===== src/rtl/core/int128_divider_top_assert.svh =====
// Assertion macros for the 128-bit divider.
`ifndef INT128_DIVIDER_TOP_ASSERT_SVH
`define INT128_DIVIDER_TOP_ASSERT_SVH

`ifndef NO_ASSERTIONS

// Check that the consequent holds in the same cycle as the antecedent.
`define I128D_ASSERT_SAME(label, ante, cons) \
   label: assert property (@(posedge clock) disable iff (reset) (ante) |-> (cons)) \
      else $error("divider check failed");

// Check that the consequent holds in the cycle after the antecedent.
`define I128D_ASSERT_NEXT(label, ante, cons) \
   label: assert property (@(posedge clock) disable iff (reset) (ante) |=> (cons)) \
      else $error("divider check failed");

`else

`define I128D_ASSERT_SAME(label, ante, cons)
`define I128D_ASSERT_NEXT(label, ante, cons)

`endif

`endif


===== src/rtl/core/i128d_pkg.sv =====
`timescale 1ns / 1ps

package i128d_pkg;

   localparam int HalfWidth  = 64;
   localparam int WordWidth  = 2 * HalfWidth;
   localparam int CountWidth = $clog2(WordWidth);

   localparam logic [HalfWidth-1:0] SignMask = 64'h8000_0000_0000_0000;

   typedef logic [HalfWidth-1:0] half_type;
   typedef logic [WordWidth-1:0] word_type;
   typedef logic [WordWidth:0]   wide_type;

endpackage


===== src/rtl/core/int128_divider_top.sv =====
`timescale 1ns / 1ps
// 128-bit signed / unsigned integer divider.
//
// Request channel: drive start with req_type and the dividend and divisor
// halves; the request is taken at a rising edge where start is high and busy
// is low. busy stays high while a division runs.
// Response channel: rsp_valid is high for exactly one cycle with the quotient,
// the remainder and rsp_divide_by_zero. There is no backpressure; the
// receiver must take the response in that cycle.
// Sequence: from the accepting edge a normal division passes through the
// dividend negation step, the divisor negation step, 128 shift-subtract
// steps and the quotient and remainder sign fix steps, then raises rsp_valid.
// busy falls with rsp_valid, so a new request is taken only after the last
// division is done. A zero divisor skips the loop: the response comes in the
// cycle after accept. All steps share one 129-bit subtractor.
// Signed division truncates toward zero; the remainder follows the dividend
// sign. Reset returns the sequencer to idle and drops any pending response.
module int128_divider_top (
   input  logic                 clock,
   input  logic                 reset,
   input  logic                 start,
   output logic                 busy,
   input  logic                 req_type,
   input  i128d_pkg::half_type  req_dividend_low,
   input  i128d_pkg::half_type  req_dividend_high,
   input  i128d_pkg::half_type  req_divisor_low,
   input  i128d_pkg::half_type  req_divisor_high,
   output logic                 rsp_valid,
   output i128d_pkg::half_type  rsp_quotient_low,
   output i128d_pkg::half_type  rsp_quotient_high,
   output i128d_pkg::half_type  rsp_remainder_low,
   output i128d_pkg::half_type  rsp_remainder_high,
   output logic                 rsp_divide_by_zero
);
   import i128d_pkg::*;

   typedef enum logic [2:0] {
      ST_IDLE,
      ST_NEG_N,
      ST_NEG_D,
      ST_DIVIDE,
      ST_FIX_Q,
      ST_FIX_R
   } state_type;

   state_type             state_ff, state_in;
   logic [CountWidth-1:0] count_ff, count_in;
   word_type              quo_ff, quo_in;
   word_type              rem_ff, rem_in;
   word_type              div_ff, div_in;
   logic                  nneg_ff, nneg_in;
   logic                  dneg_ff, dneg_in;
   logic                  dbz_ff, dbz_in;
   logic                  valid_ff, valid_in;

   wide_type              sub_a;
   word_type              sub_b;
   word_type              sub_diff;
   logic                  sub_borrow;
   logic                  accept;
   logic                  divisor_zero;

   i128d_sub u_sub (
      .minuend    (sub_a),
      .subtrahend (sub_b),
      .diff       (sub_diff),
      .borrow     (sub_borrow)
   );

   assign busy         = (state_ff != ST_IDLE);
   assign accept       = start && !busy;
   assign divisor_zero = (req_divisor_low == '0) && (req_divisor_high == '0);

   // Route the shared subtractor for the current step.
   always_comb begin
      sub_a = '0;
      sub_b = '0;
      case (state_ff)
         ST_NEG_N: begin
            sub_b = quo_ff;
         end
         ST_NEG_D: begin
            sub_b = div_ff;
         end
         ST_DIVIDE: begin
            sub_a = {rem_ff, quo_ff[WordWidth-1]};
            sub_b = div_ff;
         end
         ST_FIX_Q: begin
            sub_b = quo_ff;
         end
         ST_FIX_R: begin
            sub_b = rem_ff;
         end
         default: begin
            sub_a = '0;
            sub_b = '0;
         end
      endcase
   end

   always_comb begin
      state_in = state_ff;
      count_in = count_ff;
      quo_in   = quo_ff;
      rem_in   = rem_ff;
      div_in   = div_ff;
      nneg_in  = nneg_ff;
      dneg_in  = dneg_ff;
      dbz_in   = dbz_ff;
      valid_in = 1'b0;
      case (state_ff)
         ST_IDLE: begin
            if (accept) begin
               if (divisor_zero) begin
                  quo_in   = '1;
                  rem_in   = {req_dividend_high, req_dividend_low};
                  dbz_in   = 1'b1;
                  valid_in = 1'b1;
               end else begin
                  quo_in   = {req_dividend_high, req_dividend_low};
                  div_in   = {req_divisor_high, req_divisor_low};
                  rem_in   = '0;
                  dbz_in   = 1'b0;
                  nneg_in  = req_type && ((req_dividend_high & SignMask) != '0);
                  dneg_in  = req_type && ((req_divisor_high & SignMask) != '0);
                  state_in = ST_NEG_N;
               end
            end
         end
         ST_NEG_N: begin
            if (nneg_ff) quo_in = sub_diff;
            state_in = ST_NEG_D;
         end
         ST_NEG_D: begin
            if (dneg_ff) div_in = sub_diff;
            count_in = '1;
            state_in = ST_DIVIDE;
         end
         ST_DIVIDE: begin
            // Shift the next dividend bit into the remainder; keep the
            // difference when it did not borrow.
            quo_in = {quo_ff[WordWidth-2:0], !sub_borrow};
            rem_in = sub_borrow ? {rem_ff[WordWidth-2:0], quo_ff[WordWidth-1]} : sub_diff;
            count_in = count_ff - 1'b1;
            if (count_ff == '0) state_in = ST_FIX_Q;
         end
         ST_FIX_Q: begin
            if (nneg_ff != dneg_ff) quo_in = sub_diff;
            state_in = ST_FIX_R;
         end
         ST_FIX_R: begin
            if (nneg_ff) rem_in = sub_diff;
            valid_in = 1'b1;
            state_in = ST_IDLE;
         end
         default: begin
            state_in = ST_IDLE;
         end
      endcase
   end

   always_ff @(posedge clock) begin
      if (reset) begin
         state_ff <= ST_IDLE;
         valid_ff <= 1'b0;
      end else begin
         state_ff <= state_in;
         valid_ff <= valid_in;
      end
      count_ff <= count_in;
      quo_ff   <= quo_in;
      rem_ff   <= rem_in;
      div_ff   <= div_in;
      nneg_ff  <= nneg_in;
      dneg_ff  <= dneg_in;
      dbz_ff   <= dbz_in;
   end

   assign rsp_valid          = valid_ff;
   assign rsp_quotient_low   = quo_ff[HalfWidth-1:0];
   assign rsp_quotient_high  = quo_ff[WordWidth-1:HalfWidth];
   assign rsp_remainder_low  = rem_ff[HalfWidth-1:0];
   assign rsp_remainder_high = rem_ff[WordWidth-1:HalfWidth];
   assign rsp_divide_by_zero = dbz_ff;

`include "int128_divider_top_assert.svh"

   `I128D_ASSERT_SAME(a_rsp_idle, valid_ff, state_ff == ST_IDLE)
   `I128D_ASSERT_NEXT(a_zero_fast, accept && divisor_zero, valid_ff && dbz_ff)
   `I128D_ASSERT_NEXT(a_loop_exit, state_ff == ST_DIVIDE && count_ff == '0, state_ff == ST_FIX_Q)
   `I128D_ASSERT_NEXT(a_rsp_pulse, valid_ff && !(accept && divisor_zero), !valid_ff)
   `I128D_ASSERT_NEXT(a_start_loop, accept && !divisor_zero, state_ff == ST_NEG_N && !dbz_ff)

endmodule


===== src/rtl/core/i128d_sub.sv =====
`timescale 1ns / 1ps

module i128d_sub (
   input  i128d_pkg::wide_type minuend,
   input  i128d_pkg::word_type subtrahend,
   output i128d_pkg::word_type diff,
   output logic                borrow
);
   import i128d_pkg::*;

   logic [WordWidth+1:0] full_diff;

   // One extra bit on top catches the borrow of the widened subtract.
   assign full_diff = {1'b0, minuend} - {2'b00, subtrahend};
   assign diff      = full_diff[WordWidth-1:0];
   assign borrow    = full_diff[WordWidth+1];

endmodule


===== config.mk =====
export PLATFORM = sky130hd
export DESIGN_NAME = int128_divider_top
export DESIGN_NICKNAME = d
export VERILOG_FILES = /design/src/rtl/core/i128d_pkg.sv /design/src/rtl/core/int128_divider_top.sv /design/src/rtl/core/i128d_sub.sv
export VERILOG_INCLUDE_DIRS = /design/src /design/src/rtl/core
export SDC_FILE = /design/constraint.sdc
export NUM_CORES = 1
export LEC_CHECK = 0
export BUFFER_PORTS_ARGS = -buffer_cell sky130_fd_sc_hd__buf_4
export CAP_MARGIN = 10
export CORE_AREA = 2 2 289 291
export CTS_BUF_LIST = sky130_fd_sc_hd__clkbuf_4
export CTS_CLUSTER_DIAMETER = 40
export DETAILED_ROUTE_END_ITERATION = 7
export DIE_AREA = 0 0 291 293
export PLACE_DENSITY = 0.59
export SLEW_MARGIN = 15
export SYNTH_ARGS = -nofsm -noshare
export SYNTH_HDL_FRONTEND = slang
export SYNTH_SLANG_ARGS = --single-unit

===== constraint.sdc =====
create_clock -name clock -period 13 [get_ports clock]
set_input_delay 1.3 -clock clock [delete_from_list [all_inputs] [get_ports clock]]
set_output_delay 1.3 -clock clock [all_outputs]
set_load 0.05 [all_outputs]

Yosys cells after proc, flatten, opt, wreduce, memory -nomap -nowiden

Index checks and enable logic that the tools add are counted.

Bits in registers: 398
Input port bits: 260
Output and inout bits: 259
Word-level logic and storage cells: 71

$add $sub $neg: 2
Equality and inequality tests: 13
Mux-type cells: 23
Bitwise gates (word level): 1
Reduce and logical (&&, ||, !) cells: 23

Operators by type and width:

| cell                  | count |
|---|---|
| $mux W128             | 10 |
| $pmux W128 S3         | 2 |
| $pmux W128 S4         | 1 |
| $pmux W128 S2         | 1 |
| $sub A129 B128 Y130   | 1 |
| $mux W129             | 1 |
| $logic_not A64 Y1     | 2 |
| $pmux W3 S5           | 1 |
| $ne A2 B2 Y1 const B  | 7 |
| $pmux W7 S2           | 1 |
| $mux W3               | 3 |
| $reduce_and A3 Y1     | 3 |
| $reduce_and A4 Y1     | 2 |
| $logic_not A7 Y1      | 1 |
| $sub A7 B1 Y7 const B | 1 |
| $eq A3 B2 Y1 const B  | 2 |
| $eq A3 B3 Y1 const B  | 2 |
| $reduce_bool A3 Y1    | 2 |
| $logic_and A1 B1 Y1   | 4 |
| $reduce_bool A2 Y1    | 2 |
| $reduce_bool A4 Y1    | 1 |
| $reduce_or A2 Y1      | 2 |
| $eq A3 B1 Y1 const B  | 1 |
| $logic_not A3 Y1      | 1 |
| other kinds (6)       | 8 |

Depth between registers and ports, before layout

Gate-level depths: netlist of the first run.

Depth in word-level cells: 6
Mapped depth: 23
Gate-level depth less buffers: 18

Hierarchy

A second synthesis of the first run with hierarchy kept.

Cell total of the unflattened synthesis: 3822
Area, all modules: 33200.6 µm²

By module, submodules not included:

| module             | instances | cells each | area each (µm²) | sequential area each (µm²) |
|---|---|---|---|---|
| int128_divider_top | 1         | 2292       | 23707.7         | 11911.4 |
| i128d_sub          | 1         | 1530       | 9492.9          | 0.0 |

Least setup slack after synthesis of the first run

Ideal clock, no wire load.

Path kind: flip-flop to flip-flop
From: reg state_ff[1]
To: reg quo_ff[0] (enable)
Library setup time: 0.808 ns
Arrival time: 10.274 ns
Data required time: 12.192 ns
Path slack: 1.918 ns
Cell stages (with the launch flop): 4
Buffers on the path: 2
Period minus slack after synthesis: 11.082 ns
Cell sequence: dfxtp_1 > clkbuf_1 > clkbuf_1 > o32ai_1

Longest elaborated chain between the ends: 5
Elaborated cells on any way between the ends: 12
Those cells by class: eq/ne: 6; reduce/logical: 6

RTL lines:

| what                          | line                      | RTL |
|---|---|---|
| from (decl)                   | int128_divider_top.sv:46  | `state_type state_ff, state_in;` |
| from (signal assigned)        | int128_divider_top.sv:168 | `state_ff <= state_in;` |
| $reduce_bool A3 Y1            | int128_divider_top.sv:70  | `assign busy = (state_ff != ST_IDLE);` |
| $logic_not A1 Y1              | int128_divider_top.sv:71  | `assign accept = start && !busy;` |
| $logic_and A1 B1 Y1           | int128_divider_top.sv:71  |  |
| $ne A2 B2 Y1 (no line)        | --                        |  |
| $reduce_and A4 Y1 (no line) * | --                        |  |
| to (signal assigned)          | int128_divider_top.sv:172 | `quo_ff <= quo_in;` |
| to (decl)                     | int128_divider_top.sv:48  | `word_type quo_ff, quo_in;` |

Every way passes the cells marked *; elsewhere a longest branch is shown, timed or not.
A chain may end at the register's enable or synchronous reset.

Worst setup path after layout of the first run

From: reg state_ff[1]
To: reg rem_ff[71] (data pin)

Longest elaborated chain between the ends: 6
Elaborated cells on any way between the ends: 14
Those cells by class: add/sub: 1; eq/ne: 5; mux: 5; reduce/logical: 3

RTL lines:

| what                                 | line                                                 | RTL |
|---|---|---|
| $eq A3 B3 Y1 (tied with other cells) | int128_divider_top.sv:78                             | `case (state_ff)` |
| $reduce_or A2 Y1 (no line)           | --                                                   |  |
| $pmux W128 S3                        | int128_divider_top.sv:78                             |  |
| $sub A129 B128 Y130                  | i128d_sub.sv:14                                      | `assign full_diff = {1'b0, minuend} - {2'b00, subtrahend};` |
| $mux W128, on equally long branches  | int128_divider_top.sv:153, int128_divider_top.sv:144 |  |
| $pmux W128 S3 *                      | int128_divider_top.sv:112                            | `case (state_ff)` |
| net rem_in[71]                       | int128_divider_top.sv:49                             | `word_type rem_ff, rem_in;` |
| to (signal assigned)                 | int128_divider_top.sv:173                            | `rem_ff <= rem_in;` |
| to (decl)                            | int128_divider_top.sv:49                             |  |

The timed path passes the listed nets; every way through them passes the cells marked *. The select of a mux whose other input is x is not followed.

==> metrics.txt, run 1 <==
CP max stage delay=just under 0.9 ns; RR Endpoint=rem_ff[71]; post-route cell area=around 39000 sq um; port buffer count=between 500 and 600; R2R cell count=20; initial antenna violation count=10; grt ovf=0; Tcrit/Tclk final=0.661; endpoints failing hold=0; Async S/R FF share, synth=0; share of post-route cells with drive strength above 1=0.213; num ports=519; clk sink count=a little under 400; largest net degree at the start of global routing=104; CTS Hold Buffers Added=0; Synth Area per Inst=about 8.3 sq um; Final HPWL DP=107 mm; DR vias=34400; worst-path cell chain=nand2b_1 > inv_6 > buf_4 > buf_4 > a21oi_1 > ha_1 > a21o_1 > a21o_1 > a21oi_1 > o21bai_1 > o311ai_1 > and3_1 > o211a_1 > a31oi_2 > a2111oi_4 > buf_4 > and2_2 > buf_4 > a221oi_1 > o21ai_1; startpoint types=flip-flop; max-cap viol count=0; synth unique cells=77; Die Width=about 290 um; Hold Startpoint=reset; standard-cell rows=105; WP data required=13.71 ns; status=completed; Post-synth EDFFs=394; Area after DPL=37000 sq um; Iteration-0 DRC Markers=between 3000 and 4000; most common cell after layout, fill and taps aside=nand2_1; Initial Utilization=0.398; Critical-path top delay cell=buf_4; worst-margin pin slew=about 1.2 ns; Arrival @ worst endpoint=just over 9 ns; remaining antenna violation count=0; Slew Limit Fails=0; Final #Nets=4682; leading area contributor after synthesis=edfxtp_1; Worst R2R Setup Slack=4.40 ns; DIE AREA=roughly 85000 sq um; post-synthesis sequential area ratio=0.366; worst ir drop on vdd=around 0.000064 V; hold depth=2; worst r2r src=state_ff[1]; Setup crit end kind=flip-flop; most used routing layer=met2; CTS buffer count=between 100 and 150; DR WL/cell=approximately 27 um; Seq. cell area=11900 sq um; cell mode on critical path=buf_4; register bit total from synthesis=a little under 400; PostCTS Resize Cnt=0; Clock Skew=~0.12 ns; First-pass DRT Iterations=5; CP Class=reg -> reg; Tmin final=about 8.6 ns; PD cells=138 nW/um^2; total track usage=0.332; GR Layer Usage met2=0.528; worst hold path class=in -> reg; Core Area=approximately 80000 sq um; post-synth top area share=0.363; Tot Pwr=roughly 5300 uW; Yosys Warn Count=0; htree depth=3; Routed Wire Length=around 150 mm; Clock transition at path regs=roughly 0.06 ns; Net Count, Synth=around 4300; worst hold margin=slightly below 0.6 ns; WHS Endpoint=state_ff[2]; Max-slew headroom=0.211; vias per inst=roughly 6.3; GP Congestion=1.00; RSZ-0062 raised after global routing=false; synthesized area=approximately 33000 sq um; CTS tree=built; worst skew pair latency=between 0.9 and 1 ns; met1 Use GR=0.445; # setup viols final=0; FILL cells=around 8200; commonest cells after routing, fill and taps aside=nand2_1 (643), buf_4 (560), edfxtp_1 (394); vias in the first global route=between 30000 and 40000; top_reg_cell synth=edfxtp_1; Root Buffer=clkbuf_4; global-route wire length before repair=around 220 mm; TNS Setup=0 ns; footprint of the multi-input gates=~19000 sq um; postcts setup bufs=0; crit path max fanout=between 80 and 90; Lkg Pwr=0.0163 uW; Synth area leaders=edfxtp_1 (36%), nand2_1 (7.4%), a22oi_1 (5.4%); die height=about 300 um; fmax=116 MHz; Area Overhead vs Synth=18.7%; Longest Clk Path Bufs=3; Post-Synthesis Cells=around 4000; met3 Usage GRT=0.0690; Remaining DRCs=0
[synthesized netlist by cell type (5+ instances only)]
library cell and number:
xnor2_1 82, a21boi_0 9, nand2b_1 16, o21a_1 30, a22oi_1 235, nand4_1 76
edfxtp_1 394, clkbuf_1 257, and3_1 129, xor2_1 47, o21bai_1 48, nor3_1 45
a221oi_1 12, buf_2 25, nor2_1 264, mux2i_1 51, o31ai_1 13, o221ai_1 7
nand2_1 644, inv_1 66, a21oi_1 346, a31o_2 5, or2_2 14, buf_1 17
a222oi_1 11, a211oi_1 15, nor2b_1 11, or3_1 15, mux2_2 129, nor4_1 48
o21ai_1 88, o21ai_0 330, a21o_1 50, nand3_1 81, o211ai_1 67, a31oi_1 12
a221o_1 14, and2_1 8, ha_1 130
[state kept, by name (all words and copies together) (netlist names)]
register            count
div_ff                128
quo_ff                128
rem_ff                128
count_ff                7
state_ff                3
dneg_ff                 1
nneg_ff                 1
rsp_divide_by_zero      1
rsp_valid               1
[report_power, final]
group	internal, uW	switching, uW	leakage, uW
Combinational	651	1570	0.0115
Sequential	1650	186	0.00387
Clock	647	638	0.000943
Total	2950	2390	0.0163
[cells by family after synthesis]
group | after synthesis | synth area share
buffers and inverters | 369 | 0.0440
multiplexers | 180 | 0.0603
flip-flops | 398 | 0.366
XOR/XNOR | 129 | 0.0347
AND/OR/NAND/NOR | 1372 | 0.190
adder cells (fa/ha/maj) | 131 | 0.0506
AO/OA/AOI/OAI | 1332 | 0.254
[through the flow]
stage,setup WS [ns],utilization,cells
2_1_floorplan,1.92,-,3911
3_3_place_gp,4.91,0.453,5239
3_5_place_dp,4.70,0.453,5239
4_1_cts,4.61,0.472,5467
5_1_grt,4.00,0.472,5469
6_report,4.40,0.472,5473
[how the worst max path moves through the flow]
stage / start / end / slack, ns / cells past startpoint
floorplan: state_ff[1] / quo_ff[0] / 1.92 / 3
global placement: state_ff[1] / rem_ff[127] / 4.91 / 19
CTS: state_ff[1] / rem_ff[71] / 4.61 / 20
global route: state_ff[1] / rem_ff[71] / 4.00 / 20
finish: state_ff[1] / rem_ff[71] / 4.40 / 20
detailed placement: state_ff[1] / rem_ff[118] / 4.70 / 20
[critical path, delay by kind of cell, from the launching register on]
family / cells / cell delay [ns]
AO/OA/AOI/OAI: 11 / 2.28
buffers and inverters: 5 / 3.31
flip-flops: 1 / 0.74
adder cells (fa/ha/maj): 1 / 0.40
AND/OR/NAND/NOR: 3 / 1.41
[metal layers]
layer / vias to the layer above / wire (um)
li1: 15500 / -
met3: 307 / 13900
met2: 1939 / 67000
met5: - / 42
met1: 16700 / 61400
met4: 6 / 5130
[cell type report]
type,count,area share
Sequential cell,398,0.309
Antenna cell,6,0.000389
Clock inverter,51,0.00635
Tap cell,1070,0.0347
Inverter,67,0.00664
Timing Repair Buffer,560,0.109
Multi-Input combinational cell,3144,0.500
Clock buffer,177,0.0344
Note: power is estimated with default switching activity, not from simulation.
==> run 2: changes to the inputs <==
- clock period: 13 -> 8.34 ns (I/O delays scaled with it)
==> metrics.txt, run 2 (synthesis results as in run 1) <==
status=completed; RSZ-0062 raised after global routing=false; die height=293 um (unchanged); fmax=147 MHz (+26%); global-route wire length before repair=215 mm (-0.48%); Tcrit/Tclk final=0.816 (+0.154); Final HPWL DP=105 mm (-1.1%); CTS buffer count=119 (-0.83%); Clock transition at path regs=0.07 ns (about the same); Initial Utilization=0.398 (unchanged); Arrival @ worst endpoint=7.51 ns (-1.80 ns); grt ovf=0 (unchanged); clk sink count=398 (unchanged); final core utilization=0.470 (-0.00187); worst r2r src=state_ff[2]; R2R cell count=19 (-5.0%); Routed Wire Length=147 mm (-0.42%); port buffer count=518 (unchanged); CP Class=reg -> reg; DR vias=34300 (-0.29%); most common cell after layout, fill and taps aside=nand2_1; vias in the first global route=32800 (-0.38%); num ports=519 (unchanged); # setup viols final=0 (unchanged); RR Endpoint=rem_ff[102]; Placed Cells=5235 (-0.076%); Max-slew headroom=0.149 (-0.0620); Remaining DRCs=0 (unchanged); Longest Clk Path Bufs=3 (unchanged); startpoint types=flip-flop; hold depth=2 (unchanged); htree depth=3 (unchanged); max-cap viol count=0 (unchanged); PD cells=212 nW/um^2 (+54%); Lkg Pwr=0.0162 uW (-0.75%); DR WL/cell=27.0 um (+0.31%); Iteration-0 DRC Markers=3803 (-1.9%); worst hold margin=0.0763 ns (-0.509 ns); crit path max fanout=115 (+40%); CP endpoint=rem_ff[102]; commonest cells after routing, fill and taps aside=nand2_1 (643), buf_4 (549), edfxtp_1 (394); First-pass DRT Iterations=8 (+3); vias per inst=6.32 (+0.44%); postcts setup bufs=0 (unchanged); Tmin final=6.80 ns (-1.80 ns); largest net degree at the start of global routing=124 (+19%); Clock Skew=0.0672 ns (-0.0537 ns); total track usage=0.329 (-0.00285); TNS Setup=0 ns (unchanged); final setup margin=1.54 ns (-2.86 ns); Slew Limit Fails=0 (unchanged); Worst Setup SP=state_ff[2]; CTS Hold Buffers Added=0 (unchanged); PostCTS Resize Cnt=0 (unchanged); share of post-route cells with drive strength above 1=0.209 (-0.00410); biggest regs=div_ff: 128 flops, quo_ff: 128 flops, rem_ff: 128 flops; Area Overhead vs Synth=18.2%; DIE AREA=85300 sq um (unchanged); remaining antenna violation count=0 (unchanged); Root Buffer=clkbuf_4; Die Width=291 um (unchanged); WP data required=9.05 ns (-4.66 ns); Finished Layout Cells=5433 (-0.73%); endpoints failing hold=0 (unchanged); Final #Nets=4677 (-0.11%); worst hold path class=in -> reg; standard-cell rows=105 (unchanged); worst skew pair latency=0.97 ns (about the same); worst-margin pin slew=1.26 ns (+0.0771 ns); Place WS=1.69 ns (-3.01 ns); worst ir drop on vdd=0.000106 V (+65%); Setup crit end kind=flip-flop; GP Congestion=1.01 (+1.1%); Core Area=81800 sq um (unchanged); CTS tree=built; initial antenna violation count=12 (+2); Worst R2R Setup Slack=1.54 ns (-2.86 ns)
==> run 2: layer usage <==
| metal | part of all wire | up-vias | GRT usage |
|---|---|---|---|
| met5 | 0.00052 | - | 0 |
| met4 | 0.032 | 12 | 0.121 |
| met3 | 0.089 | 296 | 0.0607 |
| met2 | 0.45 | 1879 | 0.518 |
| met1 | 0.43 | 16700 | 0.451 |
| li1 | - | 15400 | - |
==> run 2: worst min path at each step <==
stage | from | end | slack [ns]
floorplan | state_ff[1] | state_ff[0] | 0.52
global placement | count_ff[5] | count_ff[5] | 0.57
detailed placement | count_ff[4] | count_ff[4] | 0.58
CTS | reset | state_ff[0] | 0.01
global route | reset | state_ff[0] | 0.03
finish | reset | state_ff[0] | 0.08
==> run 2: layout make-up <==
type	instances	area, sq um
fillers	8178	43400
inverters	67	256
flip-flops and latches	398	11900
multi-input cells	3144	19300
well taps	1070	1340
diodes	9	22.5
clock inverters	32	170
clock buffers	157	1180
repair buffers	556	4260
==> run 2: stage by stage <==
step	cell area, sq um	total power [uW]
final	38500	8170
after global routing	38500	8520
after CTS	38500	8150
after detailed placement	37100	6290
after global placement	37100	6300
after floorplan	32600	5070
==> run 2: worst max-delay path: stages (launching register included) <==
cell and delay [ns]:
dfxtp_4 0.63, buf_12 0.53, mux2_2 0.41, a22oi_1 0.13, nor2_1 0.05, a21oi_1 0.17, ha_1 0.32, a21o_1 0.22
a21o_1 0.17, a21oi_1 0.19, o21bai_1 0.11, o311ai_1 0.45, and3_1 0.30, o211a_1 0.21, a31oi_2 0.11, a2111oi_4 0.60
o21a_2 0.97, buf_4 0.48, o21bai_1 0.11, a22o_1 0.19
==> run 2: power by group <==
| part | switching (uW) | leakage, uW | internal [uW] | total, uW |
|---|---|---|---|---|
| sequential | 291 | 0.00387 | 2570 | 2860 |
| clock | 954 | 0.000815 | 892 | 1850 |
| combinational | 2440 | 0.0115 | 1020 | 3460 |
